==> src/rtl/afs_pkg.sv <==
package afs_pkg;

   // item kinds
   localparam logic [1:0] KIND_TICK  = 2'd0;
   localparam logic [1:0] KIND_WRITE = 2'd1;
   localparam logic [1:0] KIND_READ  = 2'd2;

   // register offsets from the audio unit base
   localparam logic [4:0] OFS_STATUS = 5'h15;
   localparam logic [4:0] OFS_FRAME  = 5'h17;

   // frame counter write bits
   localparam int MODE_BIT    = 7;
   localparam int INHIBIT_BIT = 6;

   // reset delay codes
   localparam logic [1:0] DELAY_IDLE = 2'd0;
   localparam logic [1:0] DELAY_NOW  = 2'd1;
   localparam logic [1:0] DELAY_WAIT = 2'd2;

   // sequence points in cpu cycles
   localparam logic [15:0] CNT_RESET  = 16'd10;
   localparam logic [15:0] CNT_STEP1  = 16'd7459;
   localparam logic [15:0] CNT_STEP2  = 16'd14915;
   localparam logic [15:0] CNT_STEP3  = 16'd22373;
   localparam logic [15:0] CNT_IRQ_A  = 16'd29830;
   localparam logic [15:0] CNT_IRQ_B  = 16'd29831;
   localparam logic [15:0] CNT_IRQ_C  = 16'd29832;
   localparam logic [15:0] CNT_WRAP4  = 16'd37289;
   localparam logic [15:0] CNT_WRAP5  = 16'd37283;
   localparam logic [15:0] CNT_FIRST5 = 16'd1;

endpackage

==> src/rtl/afs_if.sv <==
interface afs_req_if;
   logic       valid;
   logic       ready;
   logic [1:0] kind;
   logic [4:0] reg_offset;
   logic [7:0] write_data;
   logic [4:0] channel_active;
   logic       dmc_irq;

   modport source (output valid, kind, reg_offset, write_data, channel_active, dmc_irq,
                   input ready);
   modport sink   (input valid, kind, reg_offset, write_data, channel_active, dmc_irq,
                   output ready);
endinterface

interface afs_rsp_if;
   logic       valid;
   logic       ready;
   logic       quarter_frame;
   logic       half_frame;
   logic       frame_irq;
   logic [7:0] read_data;
   logic       enable_update;
   logic [4:0] channel_enables;

   modport source (output valid, quarter_frame, half_frame, frame_irq, read_data,
                   enable_update, channel_enables, input ready);
   modport sink   (input valid, quarter_frame, half_frame, frame_irq, read_data,
                   enable_update, channel_enables, output ready);
endinterface

==> src/rtl/apu_frame_sequencer.sv <==
// each accepted request's response is registered into the output register
// throughput: one item per cycle while rsp_ch.ready holds; the output register frees as its transfer completes
// the whole sequencer step is one pass of compare/increment logic on the cycle counter
// reset: synchronous, active high; counter to 10, four-step mode, irq and inhibit clear,
// reset delay idle, output register empty; no request is taken while reset is high
module apu_frame_sequencer (
   input logic  clock,
   input logic  reset,
   afs_req_if.sink   req_ch,
   afs_rsp_if.source rsp_ch
);
   import afs_pkg::*;

   // sequencer state
   logic [15:0] cycle_count_ff, cycle_count_in;
   logic        five_step_ff, five_step_in;
   logic        irq_inhibit_ff, irq_inhibit_in;
   logic        irq_flag_ff, irq_flag_in;
   logic        odd_phase_ff, odd_phase_in;
   logic [1:0]  reset_delay_ff, reset_delay_in;
   logic        skip_first_ff, skip_first_in;

   // output register
   logic        rsp_valid_ff, rsp_valid_in;
   logic        rsp_quarter_ff, rsp_quarter_in;
   logic        rsp_half_ff, rsp_half_in;
   logic        rsp_irq_ff, rsp_irq_in;
   logic [7:0]  rsp_rdata_ff, rsp_rdata_in;
   logic        rsp_update_ff, rsp_update_in;
   logic [4:0]  rsp_enables_ff, rsp_enables_in;

   logic        accept;
   logic [15:0] count_eff;   // counter after a pending reset delay lands
   logic        raise_irq;

   // take a new request whenever the output register is empty or draining
   assign req_ch.ready = !reset && (!rsp_valid_ff || rsp_ch.ready);
   assign accept       = req_ch.valid && req_ch.ready;

   always_comb begin
      cycle_count_in = cycle_count_ff;
      five_step_in   = five_step_ff;
      irq_inhibit_in = irq_inhibit_ff;
      irq_flag_in    = irq_flag_ff;
      odd_phase_in   = odd_phase_ff;
      reset_delay_in = reset_delay_ff;
      skip_first_in  = skip_first_ff;
      rsp_quarter_in = 1'b0;
      rsp_half_in    = 1'b0;
      rsp_rdata_in   = 8'd0;
      rsp_update_in  = 1'b0;
      rsp_enables_in = 5'd0;
      raise_irq      = 1'b0;
      count_eff      = (reset_delay_ff == DELAY_NOW) ? 16'd0 : cycle_count_ff;

      case (req_ch.kind)
         KIND_TICK: begin
            // reset delay counts down first, then the phase flips
            case (reset_delay_ff)
               DELAY_WAIT: reset_delay_in = DELAY_NOW;
               DELAY_NOW:  reset_delay_in = DELAY_IDLE;
               default:    reset_delay_in = reset_delay_ff;
            endcase
            odd_phase_in   = !odd_phase_ff;
            cycle_count_in = count_eff + 16'd1;
            if (!five_step_ff) begin
               case (count_eff)
                  CNT_STEP1: rsp_quarter_in = 1'b1;
                  CNT_STEP2: begin
                     rsp_quarter_in = 1'b1;
                     rsp_half_in    = 1'b1;
                  end
                  CNT_STEP3: rsp_quarter_in = 1'b1;
                  CNT_IRQ_A: raise_irq = 1'b1;
                  CNT_IRQ_B: begin
                     rsp_quarter_in = 1'b1;
                     rsp_half_in    = 1'b1;
                     raise_irq      = 1'b1;
                  end
                  CNT_IRQ_C: raise_irq = 1'b1;
                  CNT_WRAP4: begin
                     // sequence restarts just past the first quarter point
                     rsp_quarter_in = 1'b1;
                     cycle_count_in = CNT_STEP1 + 16'd1;
                  end
                  default: ;
               endcase
            end else begin
               case (count_eff)
                  CNT_FIRST5: begin
                     // the clocks fired by the mode write stand in for this step
                     if (skip_first_ff) begin
                        skip_first_in = 1'b0;
                     end else begin
                        rsp_quarter_in = 1'b1;
                        rsp_half_in    = 1'b1;
                     end
                  end
                  CNT_STEP1: rsp_quarter_in = 1'b1;
                  CNT_STEP2: begin
                     rsp_quarter_in = 1'b1;
                     rsp_half_in    = 1'b1;
                  end
                  CNT_STEP3: rsp_quarter_in = 1'b1;
                  CNT_WRAP5: begin
                     rsp_quarter_in = 1'b1;
                     rsp_half_in    = 1'b1;
                     cycle_count_in = CNT_FIRST5 + 16'd1;
                  end
                  default: ;
               endcase
            end
            if (raise_irq && !irq_inhibit_ff) begin
               irq_flag_in = 1'b1;
            end
         end
         KIND_WRITE: begin
            if (req_ch.reg_offset == OFS_STATUS) begin
               rsp_update_in  = 1'b1;
               rsp_enables_in = req_ch.write_data[4:0];
            end else if (req_ch.reg_offset == OFS_FRAME) begin
               five_step_in   = req_ch.write_data[MODE_BIT];
               irq_inhibit_in = req_ch.write_data[INHIBIT_BIT];
               if (req_ch.write_data[MODE_BIT]) begin
                  rsp_quarter_in = 1'b1;
                  rsp_half_in    = 1'b1;
                  skip_first_in  = 1'b1;
               end
               if (req_ch.write_data[INHIBIT_BIT]) begin
                  irq_flag_in = 1'b0;
               end
               // restart lands one or two ticks later depending on cycle parity
               reset_delay_in = odd_phase_ff ? DELAY_WAIT : DELAY_NOW;
               cycle_count_in = 16'd0;
            end
         end
         KIND_READ: begin
            if (req_ch.reg_offset == OFS_STATUS) begin
               // status byte: dmc irq, frame irq, gap, channel activity
               rsp_rdata_in = {req_ch.dmc_irq, irq_flag_ff, 1'b0, req_ch.channel_active};
               irq_flag_in  = 1'b0;
            end
         end
         default: ;
      endcase
      rsp_irq_in = irq_flag_in;
   end

   assign rsp_valid_in = accept || (rsp_valid_ff && !rsp_ch.ready);

   always_ff @(posedge clock) begin
      if (reset) begin
         cycle_count_ff <= CNT_RESET;
         five_step_ff   <= 1'b0;
         irq_inhibit_ff <= 1'b0;
         irq_flag_ff    <= 1'b0;
         odd_phase_ff   <= 1'b0;
         reset_delay_ff <= DELAY_IDLE;
         skip_first_ff  <= 1'b0;
         rsp_valid_ff   <= 1'b0;
      end else begin
         rsp_valid_ff <= rsp_valid_in;
         if (accept) begin
            cycle_count_ff <= cycle_count_in;
            five_step_ff   <= five_step_in;
            irq_inhibit_ff <= irq_inhibit_in;
            irq_flag_ff    <= irq_flag_in;
            odd_phase_ff   <= odd_phase_in;
            reset_delay_ff <= reset_delay_in;
            skip_first_ff  <= skip_first_in;
         end
      end
   end

   // response payload, loaded with each accepted transfer
   always_ff @(posedge clock) begin
      if (accept) begin
         rsp_quarter_ff <= rsp_quarter_in;
         rsp_half_ff    <= rsp_half_in;
         rsp_irq_ff     <= rsp_irq_in;
         rsp_rdata_ff   <= rsp_rdata_in;
         rsp_update_ff  <= rsp_update_in;
         rsp_enables_ff <= rsp_enables_in;
      end
   end

   assign rsp_ch.valid           = rsp_valid_ff;
   assign rsp_ch.quarter_frame   = rsp_quarter_ff;
   assign rsp_ch.half_frame      = rsp_half_ff;
   assign rsp_ch.frame_irq       = rsp_irq_ff;
   assign rsp_ch.read_data       = rsp_rdata_ff;
   assign rsp_ch.enable_update   = rsp_update_ff;
   assign rsp_ch.channel_enables = rsp_enables_ff;

endmodule

==> src/flat_wrapper.sv <==
// flat-port wrapper written by rule: the top's interface ports become plain ports
module apu_frame_sequencer_flat import afs_pkg::*;
  (clock, reset, req_ch_valid, req_ch_kind, req_ch_reg_offset, req_ch_write_data, req_ch_channel_active, req_ch_dmc_irq, req_ch_ready, rsp_ch_valid, rsp_ch_quarter_frame, rsp_ch_half_frame, rsp_ch_frame_irq, rsp_ch_read_data, rsp_ch_enable_update, rsp_ch_channel_enables, rsp_ch_ready);
  afs_req_if req_ch_i ();
  afs_rsp_if rsp_ch_i ();
  input logic clock;
  input logic reset;
  input wire logic [$bits(req_ch_i.valid)-1:0] req_ch_valid;
  input wire logic [$bits(req_ch_i.kind)-1:0] req_ch_kind;
  input wire logic [$bits(req_ch_i.reg_offset)-1:0] req_ch_reg_offset;
  input wire logic [$bits(req_ch_i.write_data)-1:0] req_ch_write_data;
  input wire logic [$bits(req_ch_i.channel_active)-1:0] req_ch_channel_active;
  input wire logic [$bits(req_ch_i.dmc_irq)-1:0] req_ch_dmc_irq;
  output wire logic [$bits(req_ch_i.ready)-1:0] req_ch_ready;
  output wire logic [$bits(rsp_ch_i.valid)-1:0] rsp_ch_valid;
  output wire logic [$bits(rsp_ch_i.quarter_frame)-1:0] rsp_ch_quarter_frame;
  output wire logic [$bits(rsp_ch_i.half_frame)-1:0] rsp_ch_half_frame;
  output wire logic [$bits(rsp_ch_i.frame_irq)-1:0] rsp_ch_frame_irq;
  output wire logic [$bits(rsp_ch_i.read_data)-1:0] rsp_ch_read_data;
  output wire logic [$bits(rsp_ch_i.enable_update)-1:0] rsp_ch_enable_update;
  output wire logic [$bits(rsp_ch_i.channel_enables)-1:0] rsp_ch_channel_enables;
  input wire logic [$bits(rsp_ch_i.ready)-1:0] rsp_ch_ready;
  assign req_ch_i.valid = req_ch_valid;
  assign req_ch_i.kind = req_ch_kind;
  assign req_ch_i.reg_offset = req_ch_reg_offset;
  assign req_ch_i.write_data = req_ch_write_data;
  assign req_ch_i.channel_active = req_ch_channel_active;
  assign req_ch_i.dmc_irq = req_ch_dmc_irq;
  assign req_ch_ready = req_ch_i.ready;
  assign rsp_ch_valid = rsp_ch_i.valid;
  assign rsp_ch_quarter_frame = rsp_ch_i.quarter_frame;
  assign rsp_ch_half_frame = rsp_ch_i.half_frame;
  assign rsp_ch_frame_irq = rsp_ch_i.frame_irq;
  assign rsp_ch_read_data = rsp_ch_i.read_data;
  assign rsp_ch_enable_update = rsp_ch_i.enable_update;
  assign rsp_ch_channel_enables = rsp_ch_i.channel_enables;
  assign rsp_ch_i.ready = rsp_ch_ready;
  apu_frame_sequencer u_core (.clock(clock), .reset(reset), .req_ch(req_ch_i), .rsp_ch(rsp_ch_i));
endmodule
==> config.mk <==
export PLATFORM = sky130hd
export DESIGN_NAME = apu_frame_sequencer_flat
export DESIGN_NICKNAME = d
export VERILOG_FILES = /design/src/rtl/afs_pkg.sv /design/src/rtl/afs_if.sv /design/src/rtl/apu_frame_sequencer.sv /design/src/flat_wrapper.sv
export SDC_FILE = /design/constraint.sdc
export NUM_CORES = 1
export LEC_CHECK = 0
export ABC_AREA = 1
export BUFFER_PORTS_ARGS = -buffer_cell sky130_fd_sc_hd__buf_2
export CORE_MARGIN = 2
export CORE_UTILIZATION = 45
export DETAILED_ROUTE_END_ITERATION = 10
export PLACE_DENSITY_LB_ADDON = 0.3
export RECOVER_POWER = 100
export SYNTH_ARGS = -nofsm -noshare
export SYNTH_HDL_FRONTEND = slang
export SYNTH_SLANG_ARGS = --single-unit
==> constraint.sdc <==
create_clock -name clock -period 5.65 [get_ports clock]
set_input_delay 1.13 -clock clock [delete_from_list [all_inputs] [get_ports clock]]
set_output_delay 1.13 -clock clock [all_outputs]
set_load 0.005 [all_outputs]
# After elaboration in Yosys (flattened, before gate mapping)
# Index checks and enable logic that the tools add are counted.
[classes]
addsub = 1
n_eq_ne = 21
n_mux = 40
bitwise = 1
n_reduce_logical = 25
[op_table]
columns = ["cell", "count"]
rows = [
  ["two-way mux 16 bit", 6],
  ["== test 16 x 15 -> 1 bit (second input constant)", 4],
  ["== test 16 bit (second input constant)", 2],
  ["one-hot mux 16 bit (2 select lines)", 1],
  ["two-way mux 1 bit", 22],
  ["adder 16 x 1 -> 16 bit (second input constant)", 1],
  ["== test 16 x 1 -> 1 bit (second input constant)", 1],
  ["== test 16 x 13 -> 1 bit (second input constant)", 1],
  ["== test 16 x 14 -> 1 bit (second input constant)", 1],
  ["== test 5 bit (second input constant)", 2],
  ["one-hot mux 1 bit (2 select lines)", 5],
  ["one-hot mux 2 bit (2 select lines)", 2],
  ["AND reduction 4 bit", 2],
  ["AND reduction 7 bit", 1],
  ["two-way mux 2 bit", 3],
  ["!= test 2 bit (second input constant)", 3],
  ["AND reduction 2 bit", 3],
  ["zero test 1 bit", 5],
  ["AND reduction 5 bit", 1],
  ["OR reduction 5 bit", 1],
  ["== test 2 x 1 -> 1 bit (second input constant)", 2],
  ["== test 2 bit (second input constant)", 2],
  ["logical AND 1 bit", 4],
  ["!= test 2 x 1 -> 1 bit (second input constant)", 2],
  ["other kinds (9)", 11],
]
[word_totals]
regBits = 41
input_bits = 25
output_inout_bits = 19

# Longest topological paths before layout
[depth]
word_depth = 10
ltp_mapped = 15
ltp_nobuf = 13

# Worst setup path before layout
# Ideal clock, no wire load.
[synth_path]
kind = "input-to-output"
startpoint = "in reset"
endpoint = "out req_ch_ready"
arrival_time_ns = 1.472
required_time_ns = 4.520
path_slack_ns = 3.048
path_stages = 2
n_path_buf = 1
cell_sequence = "clkbuf_1 nor2_1"
[synth_between]
elab_chain_len = 2
[synth_lines]
columns = ["element", "line_no", "rtl"]
rows = [
  ["start, declared", "flat_wrapper.sv:7", "input logic reset;"],
  ["zero test 1 bit", "apu_frame_sequencer.sv:37", "assign req_ch.ready = !reset && (!rsp_valid_ff || rsp_ch.ready);"],
  ["logical AND 1 bit", "apu_frame_sequencer.sv:37", ""],
  ["end, declared", "flat_wrapper.sv:14", "output wire logic [$bits(req_ch_i.ready)-1:0] req_ch_ready;"],
]
# No other way between the ends.

# Final worst setup path
[layout_path]
startpoint = "in reset"
endpoint = "reg u_core.reset_delay_ff[0]"
[layout_between]
elab_chain_len = 4
[layout_lines]
columns = ["element", "line_no", "rtl"]
rows = [
  ["zero test 1 bit", "apu_frame_sequencer.sv:37", ""],
  ["logical AND 1 bit", "apu_frame_sequencer.sv:37", ""],
  ["logical AND 1 bit", "apu_frame_sequencer.sv:38", "assign accept = req_ch.valid && req_ch.ready;"],
  ["AND reduction 5 bit (no line)", "--", ""],
  ["end signal, assigned", "apu_frame_sequencer.sv:169", "reset_delay_ff <= reset_delay_in;"],
  ["end, declared", "apu_frame_sequencer.sv:20", "logic [1:0] reset_delay_ff, reset_delay_in;"],
]
# Parallel ways exist; a longest one is shown, timed or not.
# A chain may end at the register's enable or synchronous reset.

==> results.cfg <==
[die]
core_um2 = 5570
pin_count = 44
die_area_um2 = 6440
row_count = 27
chipWidth_um = 80.3
initial_core_util_pct = 47.0
dieHeight_um = 80.3

[cts]
post_cts_resized = 0
cts_tree = built
clockBufferDepth = 2
root_buffer = clkbuf_8
clk_latency_ns = 0.30
hold_buffers = 0
clkSinkCount = 40
h-tree-depth = 2
post_cts_buffers = 0
clkTransAtPathRegs_ns = 0.09
cts_made_buffers = 5

[power]
power_density_nw_per_um2 = 207
power_mw = 0.607
irDropWorstVdd_mv = 0.107
p_leak_nw = 1.24

[place]
gp_congestion = 0.917
placed_cells = 486
placed_cell_area_um2 = 2840
place_ws_ns = 2.31
io_buffers = 41
hpwl_um = 5020

[synthesis]
synth_common_cells = nand2_1, nor2_1, inv_1
synth_flop_cell = dfxtp_1
avgSynthCellArea_um2 = 6.83
ys_async_sr_fraction_pct = 0
yosys_register_bits = 40
synth_cell_types = 35
synth-adder-area-share_pct = 1.91
synth.most_common_cell = nand2_1
muxShareOfSynthArea_pct = 0
synth_nets = 412
yosys-top-cells-area = dfxtp_1, edfxtp_1, nand2_1, nor2_1, inv_1
syn_area_um2 = 2620
yosysWarnings = 0
synth_top_family_by_area = simple AND/OR/NAND/NOR gates
ys_seq_area_share_pct = 36.7
yosys.area_share.simple_pct = 40.6
synth_edf_count = 16
synth_top_cell_by_area = dfxtp_1
netlist_instances = 383
synth-xor-area-share_pct = 0.669
synth_top_area_share_pct = 18.4
synth_compound_area_share_pct = 9.56

[sta]
max_slew_margin_pct = 13.8
hold_ws_ns = 0.465
finalMaxSlewViolations = 0
rsz0062_at_grt = no
finalWorstSetupSlack_ns = 1.90
tightest_slew_ns = 1.29
clock.fmax_ghz = 0.267
finClkSkew_ns = 0.00346
finalSetupViolCount = 0
final-hold-violation-count = 0
setup-tns-final_ns = 0
period_share_pct = 66.3
fin_crit_ns = 3.75

[detailed_routing]
ant_nets = 0
dr_total_vias = 2600
wirelength_um = 6680
drt-wirelength-per-cell_um = 13.5
avgViaCountPerCell = 5.26
dr.pass1.iters = 5
drc = 0
drt-initial-drc-count = 146

[outcome]
status = finished, final reports clean

[final_layout]
antenna_cells = 0
post-route-util_pct = 52.6
multi_input_area_um2 = 1370
fill_cells = 593
nNetsFinal = 450
area_delta_synth_final_pct = 12.0
register_area_um2 = 961
drive_gt1_share_pct = 15.2
final_cell_area_um2 = 2930
layout.cells.non_filler = 494

[grt]
grt_max_degree = 36
grt_overflow = 0
grt_pass1_vias = 2400
antenna_found_initial = 0
grtUsageTotal_pct = 21.9
grt_pass1_wl_um = 10900

[setup_path]
crit_path_max_fanout = 21
start_kind = input pin
critPathRequiredTime_ns = 5.79
cp.arrival_ns = 3.89
crit_type = in2reg
crit_path_end_kind = flop

[min_path]
hp-class = reg2reg

[run]
maxCapViolCount = 0
==> metal layers <==
| metal | wire length, µm | global-route usage (%) |
|---|---|---|
| met3 | 395 | 4.94 |
| met1 | 2970 | 26.6 |
| met5 | 0 | 0 |
| met2 | 3150 | 37.3 |
| met4 | 160 | 8.64 |
==> layout make-up <==
cell class,instances,area share (%)
multi-input combinational,279,46.7
sequential,40,32.8
inverter,54,6.92
timing repair buffer,41,6.62
tap,72,3.07
clock buffer,5,2.35
clock inverter,3,1.58
==> report_power, final <==
part	total, mW	switching [mW]	internal, mW	leakage [nW]
logic	0.0506	0.0335	0.0171	0.841
clock network	0.247	0.114	0.133	0.0548
registers	0.310	0.00361	0.306	0.340
==> cell usage in the layout, fill, tap and decap left out, types with 2 or more instances in the layout <==
master and count:
nand3_1 34, nand4_1 21, o21ai_2 2, nor2_4 2, nand2_2 2, o21ai_0 14, nor2_2 8, nor3_1 3
clkbuf_1 9, inv_2 3, nand2_1 82, nor2_1 60, nand3b_1 3, dfxtp_1 24, ha_1 4, o21ai_1 6
edfxtp_1 16, clkbuf_8 5, a21oi_1 22, inv_1 51, buf_2 31, nand3_2 5
==> worst max-delay path, stage by stage <==
cell      delay, ns
clkbuf_1       0.75
inv_1          0.29
nand3_1        0.32
nor2_1         0.14
nand2_1        0.45
inv_1          0.36
nand2_1        0.20
a21oi_1        0.06
o21ai_0        0.09
a21oi_1        0.10
==> sequential cells by signal (all words and copies together), names as in the netlist, 2 cells and up <==
signal	flops
u_core.cycle_count_ff	16
u_core.reset_delay_ff	2
u_core.rsp_ch.channel_enables	5
u_core.rsp_ch.read_data	7
==> final timing paths <==
path | start | endpoint | slack [ns] | depth (start not counted)
min | u_core.skip_first_ff$_SDFFE_PP0P_ | u_core.skip_first_ff$_SDFFE_PP0P_ | 0.47 | 2
max reg2reg | u_core.reset_delay_ff[1]$_SDFFE_PP0P_ | u_core.cycle_count_ff[15]$_SDFFE_PP0P_ | 2.46 | 12
min reg2reg | u_core.skip_first_ff$_SDFFE_PP0P_ | u_core.skip_first_ff$_SDFFE_PP0P_ | 0.47 | 2
max | reset | u_core.reset_delay_ff[0]$_SDFFE_PP0P_ | 1.90 | 10
==> logic make-up (layout without fill, tap and decap cells) <==
kind of cell             Yosys count  in the layout
XOR/XNOR                           2              2
adder cells (fa/ha/maj)            4              4
AO/OA/AOI/OAI                     47             47
other                              1              1
AND/OR/NAND/NOR                  225            225
flip-flops                        40             40
buffers and inverters             64            103
(Power assumes the default switching activity.)
